$ cat config.mk
export PLATFORM = sky130hd
export DESIGN_NAME = mrtc_cdiv
export DESIGN_NICKNAME = d
export VERILOG_FILES = /design/src/rtl/mrtc_cdiv.sv
export SDC_FILE = /design/constraint.sdc
export NUM_CORES = 1
export LEC_CHECK = 0
export ABC_CLOCK_PERIOD_IN_PS = 17500
export BUFFER_PORTS_ARGS = -buffer_cell sky130_fd_sc_hd__clkbuf_2
export CORE_UTILIZATION = 35
export CTS_CLUSTER_DIAMETER = 80
export DETAILED_ROUTE_END_ITERATION = 10
export SYNTH_ARGS = -nofsm -noshare
export SYNTH_HDL_FRONTEND = slang
export SYNTH_SLANG_ARGS = --single-unit
$ cat constraint.sdc
create_clock -name clk -period 17.5 [get_ports clk]
set_input_delay 3.5 -clock clk [delete_from_list [all_inputs] [get_ports clk]]
set_output_delay 3.5 -clock clk [all_outputs]
set_load 0.1 [all_outputs]
$ cat src/rtl/mrtc_cdiv.sv
// ----------------------------------------------------------------------------
// mrtc_cdiv: pipelined divide by a constant
// Reciprocal multiply, back-multiply, then one compare-and-subtract fix-up.
// Three register stages, one transfer per cycle when not stalled, bubbles collapse on stall.
// ----------------------------------------------------------------------------
module mrtc_cdiv #(
  parameter int unsigned     W       = 32,
  parameter logic [W-1:0]    DIVISOR = 1,
  parameter int unsigned     SIDE_W  = 1
) (
  input  logic              clk,
  input  logic              rst,
  input  logic              src_valid,
  output logic              src_stall,
  input  logic [W-1:0]      x,
  input  logic [SIDE_W-1:0] side,
  output logic              dst_valid,
  input  logic              dst_stall,
  output logic [W-1:0]      q,
  output logic [W-1:0]      r,
  output logic [SIDE_W-1:0] dst_side
);

  // K = floor(log2 DIVISOR); reciprocal scaled so the estimate is q or q-1
  localparam int unsigned      K     = $clog2(64'(DIVISOR) + 64'd1) - 1;
  localparam logic [2*W:0]     SCALE = (2*W+1)'(1) << (W + K);
  localparam logic [2*W:0]     MFULL = SCALE / (2*W+1)'(DIVISOR);
  localparam logic [2*W:0]     MMAX  = (2*W+1)'({W{1'b1}});
  localparam logic [W-1:0]     MUL   = (MFULL > MMAX) ? {W{1'b1}} : MFULL[W-1:0];

  logic              v1, v2, v3;
  logic              rdy1, rdy2, rdy3;
  logic [W-1:0]      x1, x2;
  logic [SIDE_W-1:0] side1, side2;
  logic [2*W-1:0]    p1;
  logic [W-1:0]      q2, qd2;
  logic [W-1:0]      q_est, qd_c, r_est;
  logic              fix;

  assign rdy3      = !v3 || !dst_stall;
  assign rdy2      = !v2 || rdy3;
  assign rdy1      = !v1 || rdy2;
  assign src_stall = !rdy1;
  assign dst_valid = v3;

  assign q_est = W'(p1 >> (W + K));
  assign qd_c  = q_est * DIVISOR;
  assign r_est = x2 - qd2;
  assign fix   = (r_est >= DIVISOR);

  always_ff @(posedge clk) begin
    if (rst) begin
      v1 <= 1'b0;
      v2 <= 1'b0;
      v3 <= 1'b0;
    end else begin
      if (rdy1) v1 <= src_valid;
      if (rdy2) v2 <= v1;
      if (rdy3) v3 <= v2;
    end
  end

  always_ff @(posedge clk) begin
    if (rdy1) begin
      x1    <= x;
      side1 <= side;
      p1    <= (2*W)'(x) * (2*W)'(MUL);
    end
    if (rdy2) begin
      x2    <= x1;
      side2 <= side1;
      q2    <= q_est;
      qd2   <= qd_c;
    end
    if (rdy3) begin
      dst_side <= side2;
      q        <= fix ? q2 + W'(1) : q2;
      r        <= fix ? r_est - DIVISOR : r_est;
    end
  end

endmodule

==> results.tsv, run 1 <==
metric	value	unit
avgRoutedWirePerCell	20.2	µm
drtIter0Drc	1108	
synthFlopType	edfxtp_1	
num_io_pins	104	
grt_first_pass_wirelength	111000	µm
track_usage	0.192	
ys_seq_elements	198	
final_net_count	3351	
cts_tree	yes	
antenna_left	0	
post_cts_resized	0	
num_vias	17568	
critical_path.startpoint_type	input port	
dp_hpwl	63100	µm
cp.required	17750	ps
design.die.area	0.0774	mm²
overflow	0	
ys_warn_count	0	
post-place-ws	5110	ps
coreArea	0.0749	mm²
antenna_found_initial	4	
cts-hold-fix-buffers	0	
crit_path_max_incr_delay	690	ps
setup_ws	5620	ps
cp_slowest_cell	a211oi_1	
clock_latency	490	ps
critPathArrivalTime	12130	ps
maxSlewHeadroom	0.350	
worstSetupEndpointType	register	
status	completed	
viasPerCell	4.95	
ctsLongestPathBuffers	2	
worstHoldStart	side1$_DFFE_PN_	
setup-tns-final	0	ps
grt_setup_unrepaired	false	
finClkSkew	28.6	ps
tightest_slew	967	ps
n_antenna_cell	0	
whs	419	ps
worstHoldPathType	register to register	
period_needed	11880	ps
drv_cap	0	
drc_errors	0	
dr.pass1.iters	5	
r2r-start	q2[0]$_DFFE_PP_	
io_buffers	103	
routed_wl	71800	µm
yosysUniqueCellTypes	75	
grt_max_degree	66	
rows	100	
initial_core_util	0.356	
grt_pass1_vias	18515	
path_class	input port to register	
cp_max_fo	5	
syn2layout_area_growth	8.23	%
hold_viol_final	0	
root_buffer	clkbuf_16	
cts.sinks	198	
fp.dieH	278	µm
synth_edf_count	195	
cts_buffers	17	
async_flop_share	0	
ff2ff_setup_slack	12100	ps
die_x	278	µm
final_common_cell	inv_1	
drv_slew	0	
seq_area_frac_synth	0.221	
drive_gt1_frac	0.0639	
syn-mean-instance-area	10.8	µm²
cts_setup_buffers	0	
cts_max_level	4	
crit_start	x[12]	
synth_nets	3260	
syn_inst	2478	
setup_viol	0	
crit_path_frequent_cell	fa_1	
gp_congestion	0.977	
final_cell_mix	613 x inv_1, 421 x fa_1, 324 x ha_1, 195 x edfxtp_1, 145 x xnor2_1	
cts.clk_slew.worst_paths	90	ps
finalCritPeriodShare	0.679	
synth_area	0.0267	mm²
timing.fmax	84.2	MHz
[synth_stat cells (25+ instances only)]
library cell / count / share of area
a21o_1: 46 / 0.013
a21oi_1: 116 / 0.022
clkbuf_1: 28 / 0.0039
edfxtp_1: 195 / 0.22
fa_1: 421 / 0.32
ha_1: 324 / 0.15
inv_1: 614 / 0.086
nand2_1: 73 / 0.010
nand3_1: 36 / 0.0067
nand4_1: 40 / 0.0094
nor2_1: 65 / 0.0091
nor3_1: 25 / 0.0047
o21ai_0: 52 / 0.0097
xnor2_1: 145 / 0.048
xor2_1: 73 / 0.024
[per-stage QoR]
step                instance area [µm²]  instances  utilization
floorplan                         26700       2478            -
finish                            28900       3551        0.386
global placement                  28300       3519        0.378
global route                      28900       3551        0.386
CTS                               28900       3551        0.386
detailed placement                28300       3519        0.378
[cell type report]
cell class / instances / area [µm²]
tap: 969 / 1210
sequential: 198 / 5920
multi-input combinational: 1629 / 18300
timing repair buffer: 109 / 561
fill: 7337 / 46000
clock buffer: 17 / 425
clock inverter: 15 / 176
inverter: 614 / 2300
[state kept, by name, indices dropped and copies added, names as in the netlist]
signal and count:
q 32, x1 32, v1 1, x2 32, dst_valid 1, r 32
side2 1, p1 32, side1 1, v2 1, dst_side 1, q2 32
[critical path: cells and delay by family]
kind	cells	cell delay (ps)
adders and majority gates	8	3560
xor gates and xnor gates	2	350
and+or+nand+nor	3	550
AOI/OAI and AO/OA	10	3540
buffers and inverters	4	620
[worst paths after layout]
path                      end  cells after the start
max          p1[62]$_DFFE_PN_                     27
min           side2$_DFFE_PP_                      0
max reg2reg   q[30]$_DFFE_PP_                     14
min reg2reg   side2$_DFFE_PP_                      0
[kinds of logic after synthesis]
kind of cell               count (synthesis)  share of synthesized area
AOI/OAI and AO/OA                        332                     0.0796
xor gates and xnor gates                 218                     0.0715
adders and majority gates                747                      0.468
buffers and inverters                    651                     0.0931
DFF                                      198                      0.221
muxes                                      3                    0.00112
and+or+nand+nor                          329                     0.0653
[metal layers]
metal,global-route usage,share of wire
met5,0,0.00018
met4,0.0501,0.020
met3,0.0343,0.061
met2,0.317,0.47
met1,0.260,0.45
Power of run 1 is left out: the tool's default activity adds up to more than one toggle a clock period on the data nets, which glitch-free logic cannot reach.
==> run 2: changes to the inputs <==
--- a/config.mk
+++ b/config.mk
@@ -5,7 +5,7 @@
 export SDC_FILE = /design/constraint.sdc
 export NUM_CORES = 1
 export LEC_CHECK = 0
-export ABC_CLOCK_PERIOD_IN_PS = 17500
+export ABC_CLOCK_PERIOD_IN_PS = 10400
 export BUFFER_PORTS_ARGS = -buffer_cell sky130_fd_sc_hd__clkbuf_2
 export CORE_UTILIZATION = 35
 export CTS_CLUSTER_DIAMETER = 80
==> constraint.sdc (replaced) <==
create_clock -name clk -period 10.4 [get_ports clk]
set_input_delay 2.08 -clock clk [delete_from_list [all_inputs] [get_ports clk]]
set_output_delay 2.08 -clock clk [all_outputs]
set_load 0.1 [all_outputs]
==> results.tsv, run 2 (synthesized netlist as in run 1, its figures left out) <==
metric	value	unit
antenna_found_initial	8	
cts-hold-fix-buffers	0	
drv_cap	0	
critPathArrivalTime	10000	ps
cts_buffers	17	
clock_latency	490	ps
grt_max_degree	66	
grt_first_pass_wirelength	111000	µm
cp_slowest_cell	fa_1	
routed_wl	73100	µm
ctsLongestPathBuffers	2	
die_x	278	µm
drtIter0Drc	1074	
drv_slew	0	
num_io_pins	104	
setup_viol	0	
final_area	0.0294	mm²
cts.sinks	198	
final_cells	3612	
cp.required	10630	ps
final_common_cell	inv_1	
tightest_slew	992	ps
cts_max_level	4	
setup_ws	625	ps
ff2ff_setup_slack	5020	ps
root_buffer	clkbuf_16	
seqCellArea	0.00592	mm²
gp_congestion	1.00	
nFillCells	7395	
final_cell_mix	613 x inv_1, 421 x fa_1, 324 x ha_1, 195 x edfxtp_1, 145 x xnor2_1	
cts_setup_buffers	0	
finClkSkew	25.0	ps
viasPerCell	4.89	
cts_tree	yes	
antenna_left	0	
num_vias	17646	
post_cts_resized	0	
final_net_count	3411	
coreArea	0.0749	mm²
setup-tns-final	0	ps
syn2layout_area_growth	9.98	%
track_usage	0.195	
hold_viol_final	0	
dp_hpwl	64900	µm
maxSlewHeadroom	0.339	
critical_path.startpoint_type	input port	
worstHoldStart	side1$_DFFE_PN_	
status	completed	
overflow	0	
r2r-start	q2[0]$_DFFE_PP_	
post-place-ws	150	ps
fp.dieH	278	µm
initial_core_util	0.356	
finalCritPeriodShare	0.940	
drive_gt1_frac	0.0852	
timing.fmax	102	MHz
dr.pass1.iters	5	
crit_start	x[14]	
avgRoutedWirePerCell	20.2	µm
grt_pass1_vias	18311	
crit_path_frequent_cell	fa_1	
worstSetupEndpointType	register	
path_class	input port to register	
worstHoldPathType	register to register	
post-place-cells	3579	
crit_path_max_incr_delay	560	ps
cts.clk_slew.worst_paths	80	ps
multi_input_area	0.0183	mm²
placed_area	0.0288	mm²
period_needed	9780	ps
drc_errors	0	
cp_max_fo	5	
io_buffers	103	
grt_setup_unrepaired	false	
rows	100	
design.die.area	0.0774	mm²
[run 2: changes by cell type in the layout (fill, tap and decap cells not counted), sizes merged]
| cell | change |
|---|---|
| buf | +60 |
| bufinv | +2 |
| clkinvlp | +1 |
| diode | +1 |
| inv | -3 |
[run 2: cell type report]
class                      count  share of cell area
inverter                     614              0.0784
clock inverter                15             0.00647
sequential                   198               0.201
antenna                        1           0.0000852
tap                          969              0.0413
multi-input combinational   1629               0.623
clock buffer                  17              0.0145
timing repair buffer         169              0.0344
[run 2: path summary, 6_finish.rpt]
kind,cells after the start,end
setup reg to reg,14,q[30]$_DFFE_PP_
hold / removal,0,side2$_DFFE_PP_
setup / recovery,30,p1[62]$_DFFE_PN_
hold reg to reg,0,side2$_DFFE_PP_
[run 2: metrics by stage]
step / utilization / hold WS (ps)
after detailed placement: 0.384 / 405
final: 0.392 / 415
after global routing: 0.392 / 417
after global placement: 0.384 / 401
after CTS: 0.392 / 416
after floorplan: - / 400
[run 2: worst max-delay path: cells and delay by family]
kind | cells | cell delay, ps
compound gates | 8 | 1680
xor+xnor | 2 | 350
fa+ha+maj | 8 | 3550
buf+inv | 7 | 1090
simple gates | 5 | 1220
[run 2: layer usage]
layer	vias up	track usage	wire length, µm
met5	-	0	58
met4	10	0.0543	1720
met3	89	0.0591	5990
met2	479	0.312	33700
met1	8734	0.255	31600
li1	8334	-	-
Power of run 2 is left out for the same reason.
