File: config.mk
export PLATFORM = sky130hd
export DESIGN_NAME = mrtc_core
export DESIGN_NICKNAME = d
export VERILOG_FILES = /design/src/rtl/mrtc_pkg.sv /design/src/rtl/mrtc_core.sv
export SDC_FILE = /design/constraint.sdc
export NUM_CORES = 1
export LEC_CHECK = 0
export ABC_AREA = 1
export BUFFER_PORTS_ARGS = -buffer_cell sky130_fd_sc_hd__buf_2
export CELL_PAD_IN_SITES_DETAIL_PLACEMENT = 0
export CELL_PAD_IN_SITES_GLOBAL_PLACEMENT = 1
export CORE_ASPECT_RATIO = 0.75
export CORE_MARGIN = 2
export CORE_UTILIZATION = 45
export CTS_CLUSTER_DIAMETER = 80
export DETAILED_ROUTE_END_ITERATION = 7
export PLACE_DENSITY_LB_ADDON = 0.1
export SYNTH_ARGS = -nofsm -noshare
export SYNTH_HDL_FRONTEND = slang
export SYNTH_SLANG_ARGS = --single-unit
File: constraint.sdc
create_clock -name clk -period 10.7 [get_ports clk]
set_input_delay 1.605 -clock clk [delete_from_list [all_inputs] [get_ports clk]]
set_output_delay 1.605 -clock clk [all_outputs]
set_load 0.01 [all_outputs]
File: src/rtl/mrtc_pkg.sv
// ----------------------------------------------------------------------------
// mrtc_pkg: shared types and constants for the millisecond RTC
// Item kinds, set-time scale factors and the sideband records that travel
// alongside the decode pipeline.
// ----------------------------------------------------------------------------
package mrtc_pkg;

  localparam int unsigned TICKS_PER_SECOND_DEF = 1000;

  localparam int unsigned CNT_W   = 32;
  localparam int unsigned HOURS_W = 11;
  localparam int unsigned MINS_W  = 6;
  localparam int unsigned SECS_W  = 6;
  localparam int unsigned MILLI_W = 10;

  // set time always scales in milliseconds, whatever the tick rate
  localparam logic [CNT_W-1:0] MS_PER_SEC  = 32'd1000;
  localparam logic [CNT_W-1:0] MS_PER_MIN  = 32'd60000;
  localparam logic [CNT_W-1:0] MS_PER_HOUR = 32'd3600000;

  localparam int unsigned SECS_PER_MIN = 60;
  localparam int unsigned MINS_PER_HOUR = 60;

  typedef enum logic [2:0] {
    KIND_TICK = 3'd0,
    KIND_SET  = 3'd1,
    KIND_ARM  = 3'd2,
    KIND_STOP = 3'd3,
    KIND_MARK = 3'd4
  } kind_t;

  typedef struct packed {
    logic [CNT_W-1:0] tick_now;
    logic [CNT_W-1:0] elapsed;
    logic             due;
    logic             armed;
  } stat_t;

  typedef struct packed {
    stat_t              stat;
    logic [HOURS_W-1:0] hours;
  } hstat_t;

  typedef struct packed {
    stat_t              stat;
    logic [HOURS_W-1:0] hours;
    logic [MINS_W-1:0]  minutes;
  } hmstat_t;

endpackage

File: src/rtl/mrtc_core.sv
// ----------------------------------------------------------------------------
// mrtc_core: counter, context mark and alarm state
// Registers the item, applies it to the state, then forms the counter,
// elapsed count and alarm flags for the decode pipeline.
// ----------------------------------------------------------------------------
module mrtc_core (
  input  logic                     clk,
  input  logic                     rst,
  input  logic                     item_valid,
  output logic                     item_stall,
  input  logic [2:0]               kind,
  input  logic [10:0]              set_hours,
  input  logic [5:0]               set_minutes,
  input  logic [5:0]               set_seconds,
  input  logic [9:0]               set_millis,
  input  logic [31:0]              alarm_timeout,
  output logic                     res_valid,
  input  logic                     res_stall,
  output mrtc_pkg::stat_t          res_stat
);

  import mrtc_pkg::*;

  logic             va, vb, vc;
  logic             rdya, rdyb, rdyc;
  logic             fire;
  kind_t            kind_a;
  logic [CNT_W-1:0] tmo_a, set_a, set_c;

  logic [CNT_W-1:0] counter, mark, alarm_time;
  logic             alarm_active;
  logic [CNT_W-1:0] counter_next, mark_next, alarm_time_next, inc;
  logic             alarm_active_next, due_next;

  logic [CNT_W-1:0] cnt_b, mark_b;
  logic             due_b, armed_b;

  assign rdyc       = !vc || !res_stall;
  assign rdyb       = !vb || rdyc;
  assign rdya       = !va || rdyb;
  assign item_stall = !rdya;
  assign res_valid  = vc;
  assign fire       = va && rdyb;

  // set value wraps at 32 bits, fields taken at full width
  assign set_c = CNT_W'(set_millis)
               + CNT_W'(set_seconds) * MS_PER_SEC
               + CNT_W'(set_minutes) * MS_PER_MIN
               + CNT_W'(set_hours)   * MS_PER_HOUR;

  assign inc = counter + CNT_W'(1);

  always_comb begin
    counter_next      = counter;
    mark_next         = mark;
    alarm_time_next   = alarm_time;
    alarm_active_next = alarm_active;
    due_next          = 1'b0;
    case (kind_a)
      KIND_TICK: begin
        counter_next = inc;
        due_next     = alarm_active && (alarm_time <= inc);
      end
      KIND_SET: begin
        counter_next = set_a;
        mark_next    = set_a;
      end
      KIND_ARM: begin
        alarm_time_next   = counter + tmo_a;
        alarm_active_next = 1'b1;
      end
      KIND_STOP: begin
        alarm_time_next   = '0;
        alarm_active_next = 1'b0;
      end
      KIND_MARK: begin
        mark_next = counter;
      end
      default: begin
      end
    endcase
  end

  always_ff @(posedge clk) begin
    if (rst) begin
      va           <= 1'b0;
      vb           <= 1'b0;
      vc           <= 1'b0;
      counter      <= '0;
      mark         <= '0;
      alarm_time   <= '0;
      alarm_active <= 1'b0;
    end else begin
      if (rdya) va <= item_valid;
      if (rdyb) vb <= va;
      if (rdyc) vc <= vb;
      if (fire) begin
        counter      <= counter_next;
        mark         <= mark_next;
        alarm_time   <= alarm_time_next;
        alarm_active <= alarm_active_next;
      end
    end
  end

  always_ff @(posedge clk) begin
    if (rdya) begin
      kind_a <= kind_t'(kind);
      tmo_a  <= alarm_timeout;
      set_a  <= set_c;
    end
    if (rdyb) begin
      cnt_b   <= counter_next;
      mark_b  <= mark_next;
      due_b   <= due_next;
      armed_b <= alarm_active_next;
    end
    if (rdyc) begin
      res_stat.tick_now <= cnt_b;
      res_stat.elapsed  <= cnt_b - mark_b;
      res_stat.due      <= due_b;
      res_stat.armed    <= armed_b;
    end
  end

endmodule
==> results.toml, run 1 <==
[setup_path]
cp_common_cell = "nand2_1"
crit_fanout = 5
setup.worst_path.class = "primary input to flip-flop"
end_kind = "flip-flop"
required_ps = 11000
max_stage_delay_ps = 550
slowest_stage = "fa_1"
critPathArrivalTime_ps = 7730
setup.worst_path.start_class = "primary input"
path_buf_inv = 7
cp_top_family = "adder cells"

[clocking]
cts_tree = "done"
post_cts_resized = 0
clk_pin_slew_ps = 60
clock_tree.root_cell = "clkbuf_16"
cts_sinks = 299
ctsLongestPathBuffers = 3
post_cts_buffers = 0
cts_buffers = 36
cts_hold_buf = 0
clk_latency_ps = 550
cts_max_level = 2

[sta]
fmax_mhz = 134.7
slew_violations = 0
tns_ps = 0
fin_skew_ps = 17.17
max_slew_margin_pct = 20.54
tightest_slew_ps = 1192
period_share_pct = 69.39
fin_crit_ps = 7425
rsz0062_at_grt = "no"
setup_viol = 0
hold_viol_final = 0

[final_layout]
final_cell_mix = "nand2_1, inv_1, ha_1"
final_common_cell = "nand2_1"
finalNonFillerCells = 3784
final_nets = 3500
area_growth_pct = 11.25
diodes = 0
design_area_um2 = 26430
drive_gt1_share_pct = 8.796

[route]
drc = 0
drtIter0Drc = 1329
vias = 19380
drtPass1Iterations = 5
ant_nets = 0
routed_wl_um = 67130
wl_per_cell_um = 17.74
vias_per_cell = 5.122

[yosys]
synthCells = 2910
yosysUniqueCellTypes = 49
yosysSeqAreaShare_pct = 33.58
syn_nets = 3357
ys_warn_count = 0
synth_async_sr_flop_share_pct = 0
ys.flop_type = "edfxtp_1"
synth_seq_cells = 299
synth-edff-count = 199
synth_area_um2 = 23750
syn_avg_cell_area_um2 = 8.163

[floorplan]
chipWidth_um = 269.3
coreArea_um2 = 51890
row_count = 72
dieArea_um2 = 54660
pin_count = 140
initial_core_util_pct = 45.78
dieHeight_um = 203.0

[grt]
grt_first_pass_wirelength_um = 106100
antenna_found_initial = 0
gr-usage-all-layers_pct = 24.82
grt_pass1_vias = 19190
grt_max_degree = 101
grt_overflow = 0

[power]
power.density_nw_per_um2 = 363.3
ir_drop_v = 0.001109
p_leak_uw = 0.01325

[placed_design]
placed_area_um2 = 25210
hpwl_um = 54460
placed_cells = 3718
portBuffers = 139
gp_congestion = 0.9308

[status]
status = "finished clean"

[run]
drv_cap = 0

[hold_path]
hold_class = "flip-flop to flip-flop"
[worst reg2reg max path, stage by stage, from the launching register on]
cell	delay (ps)
dfxtp_1	320
nand2_2	60
buf_4	660
nor2_1	130
inv_2	70
buf_4	660
nand2_2	180
nor2_1	210
inv_2	260
nor2_4	680
inv_1	390
a21oi_1	200
o21ai_0	140
a21oi_1	140
[cells by family after synthesis]
| family | synth area share (%) |
|---|---|
| fa+ha+maj | 23.10 |
| compound gates | 10.35 |
| xor+xnor | 3.798 |
| flops | 33.58 |
| buf+inv | 9.450 |
| simple gates | 19.72 |
[power breakdown]
part	leakage, uW	internal, uW	switching, uW
sequential	0.00304	1740	130
clock	0.000586	758	498
combinational	0.00963	2290	4190
total	0.0133	4780	4820
[stage by stage]
| step | setup WS, ps | util (%) | power [uW] | hold WS (ps) |
|---|---|---|---|---|
| floorplan | 3296 | - | 6546 | 400.3 |
| global placement | 2700 | 48.59 | 8310 | 411.2 |
| detailed placement | 2709 | 48.59 | 8310 | 410.1 |
| CTS | 3268 | 50.93 | 9632 | 423.7 |
| global route | 2745 | 50.93 | 10650 | 436.2 |
| finish | 3275 | 50.93 | 9601 | 422.1 |
[cells in the mapped netlist, types with 2 or more instances]
master / number / area, um2
o21bai_2: 3 / 33.78
xor2_1: 73 / 639.4
a21o_1: 9 / 67.56
nor3b_1: 2 / 15.01
inv_2: 9 / 33.78
o221ai_1: 12 / 105.1
o21ai_1: 35 / 175.2
xnor2_1: 30 / 262.8
buf_2: 12 / 60.06
or2_2: 7 / 43.79
nand3_1: 163 / 815.8
o21ai_0: 99 / 495.5
fa_1: 106 / 2122
nor2_2: 6 / 37.54
or2_1: 2 / 12.51
nor3_1: 28 / 140.1
o211ai_1: 8 / 60.06
nor2_1: 223 / 837.1
a31oi_1: 5 / 31.28
ha_1: 269 / 3366
o211ai_2: 4 / 50.05
o21a_1: 4 / 30.03
clkbuf_1: 27 / 101.4
o221a_2: 2 / 22.52
and2_1: 2 / 12.51
nand2_2: 11 / 68.82
nand3_2: 3 / 30.03
nand2_4: 4 / 45.04
inv_1: 540 / 2027
edfxtp_1: 199 / 5976
nor2_4: 4 / 45.04
nor4_1: 4 / 25.02
nand2_1: 614 / 2305
o221ai_2: 4 / 60.06
o21ai_2: 3 / 26.28
nand3b_1: 8 / 60.06
a21boi_0: 4 / 30.03
buf_4: 2 / 15.01
nor3_2: 3 / 30.03
a21oi_1: 216 / 1081
nand4_1: 23 / 143.9
dfxtp_1: 100 / 2002
o21bai_1: 22 / 165.2
[area by class of cell]
class	count	area [um2]
clock buffers	48	997.2
fillers	5150	25460
well taps	703	879.6
clock inverters	18	214.0
multi-input cells	2019	13540
repair buffers	147	755.7
flip-flops and latches	299	7978
inverters	550	2064
[metal layers]
metal  vias up  wire length [um]  GRT usage [%]
met5         -                 0              0
met4         0              1620          6.488
met3        88              3834          4.826
met2       440             30400          40.63
met1      9077             31270          33.74
li1       9777                 -              -
[registers in the layout, indices dropped and copies added (netlist names)]
register and flops:
vb 1, tmo_a 32, va 1, res_valid 1
armed_b 1, cnt_b 32, counter 32, res_stat 66
alarm_time 32, set_a 32, mark_b 32, kind_a 3
due_b 1, alarm_active 1, mark 32
[path summary, 6_finish.rpt]
check | start | to | slack (ps) | depth (start not counted)
max | set_hours[8] | set_a[30] | 3280 | 31
min | armed_b | res_stat[0] | 420 | 0
min reg2reg | armed_b | res_stat[0] | 420 | 0
max reg2reg | res_valid | alarm_time[22] | 6520 | 13
Power figures use the tool's default switching activity.
==> inputs of run 2 (changes only) <==
--- a/config.mk
+++ b/config.mk
@@ -11,7 +11,7 @@
 export CELL_PAD_IN_SITES_GLOBAL_PLACEMENT = 1
 export CORE_ASPECT_RATIO = 0.75
 export CORE_MARGIN = 2
-export CORE_UTILIZATION = 45
+export CORE_UTILIZATION = 43
 export CTS_CLUSTER_DIAMETER = 80
 export DETAILED_ROUTE_END_ITERATION = 7
 export PLACE_DENSITY_LB_ADDON = 0.1
==> constraint.sdc (replaced) <==
create_clock -name clk -period 6.4 [get_ports clk]
set_input_delay 0.96 -clock clk [delete_from_list [all_inputs] [get_ports clk]]
set_output_delay 0.96 -clock clk [all_outputs]
set_load 0.01 [all_outputs]
==> run 2 against run 1 <==
Via count increased by 3.4%. Design area increased by 6.4%. Final cell count increased by 4.8%. Register-to-register slack got worse by 3800 ps. Non-clock buffer count increased by 157. Clock-buffer cell count increased by 1. Die area increased by 4.6%. Sequential share of layout area decreased by 1.8 points. First-iteration DRC count decreased by 12%. Worst hold slack got worse by 4.9 ps. Worst setup slack got worse by 3000 ps. Routed wire length increased by 1.7%.
==> results.toml, run 2 (same netlist as run 1, synthesis figures left out) <==
[status]
status = "finished clean"

[placed_design]
pre_cts_ws_ps = -547.7
placed_area_um2 = 26580
portBuffers = 139
hpwl_um = 55010
gp_congestion = 0.9050

[sta]
slew_violations = 0
setup_viol = 0
hold_viol_final = 0
setup_ws_ps = 229.2
fin_skew_ps = 16.28
max_slew_margin_pct = 21.15
tightest_slew_ps = 1183
rsz0062_at_grt = "yes"
fin_crit_ps = 6171
fmax_mhz = 162.1
period_share_pct = 96.42
fin_hold_ws_ps = 417.2

[final_layout]
diodes = 0
design_area_um2 = 28110
ff_latch_area_um2 = 7978
final_cell_mix = "nand2_1, inv_1, ha_1"
multi_input_area_um2 = 14040
final_common_cell = "nand2_1"
fillers = 5343
area_growth_pct = 18.32
final_nets = 3659
drive_gt1_share_pct = 15.55
largest_reg_flops = 66
largest_register = "res_stat"

[grt]
grt_max_degree = 101
grt_overflow = 0
grt_pass1_vias = 19970
antenna_found_initial = 1
grt_first_pass_wirelength_um = 107900
gr-usage-all-layers_pct = 24.11

[clocking]
clock_tree.root_cell = "clkbuf_16"
cts_sinks = 299
clk_latency_ps = 560
cts_tree = "done"
cts_hold_buf = 0
ctsLongestPathBuffers = 3
cts_buffers = 38
clk_pin_slew_ps = 50
cts_max_level = 2

[floorplan]
dieArea_um2 = 57160
initial_core_util_pct = 43.56
chipWidth_um = 275.4
pin_count = 140
dieHeight_um = 207.5
coreArea_um2 = 54530
row_count = 74

[route]
drtIter0Drc = 1171
ant_nets = 0
wl_per_cell_um = 17.22
drtPass1Iterations = 5
drc = 0
vias_per_cell = 5.056
vias = 20040
routed_wl_um = 68270

[setup_path]
required_ps = 6710
max_stage_delay_ps = 540
setup.worst_path.class = "primary input to flip-flop"
crit_fanout = 5
setup.worst_path.start_class = "primary input"
end_kind = "flip-flop"
path_buf_inv = 7
cp_top_family = "adder cells"
critPathArrivalTime_ps = 6480
slowest_stage = "fa_1"

[hold_path]
hold_class = "flip-flop to flip-flop"

[run]
drv_cap = 0
## run 2: cell count changes in the layout (fill, tap and decap cells not counted), sizes merged
cell	change
clkinv	+5
clkinvlp	+2
inv	-1
clkbuf	+2
buf	+156
bufinv	-3
## run 2: final cells by class
type	count	share of cell area, %
multi-input cells	2019	49.94
clock inverters	21	0.5787
flip-flops and latches	299	28.38
well taps	722	3.214
inverters	550	7.345
clock buffers	49	3.642
repair buffers	304	6.891
## run 2: what timing repair did
action | CTS | global route
gates resized for setup | 0 | 67
setup endpoints to repair | 0 | 12
hold endpoints to repair | 0 | 0
buffers inserted | 0 | 3
## run 2: path summary, 6_finish.rpt
check             slack, ps          end  cells past startpoint    startpoint
setup / recovery        230    set_a[28]                     29  set_hours[8]
hold / removal          420  res_stat[1]                      0         due_b
setup reg to reg       2720        due_b                     16    counter[0]
hold reg to reg         420  res_stat[1]                      0         due_b
## run 2: stage by stage
step / cells / util (%) / setup TNS [ps]
after floorplan: 2910 / - / -19.55
after global placement: 3891 / 48.74 / -4746
after detailed placement: 3891 / 48.74 / -6052
after CTS: 3961 / 50.91 / 0
after global routing: 3964 / 51.54 / -36.81
final: 3964 / 51.54 / 0
## run 2: per-layer routing
| layer | wire length [um] | GRT usage (%) | part of all wire [%] |
|---|---|---|---|
| met1 | 31640 | 33.20 | 46 |
| met2 | 31810 | 39.98 | 47 |
| met3 | 3395 | 3.308 | 5.0 |
| met4 | 1430 | 5.760 | 2.1 |
| met5 | 0 | 0 | 0 |
Power of run 2 is not shown: default switching activity piles up to over one toggle a cycle in this logic, so the estimate is an artifact.
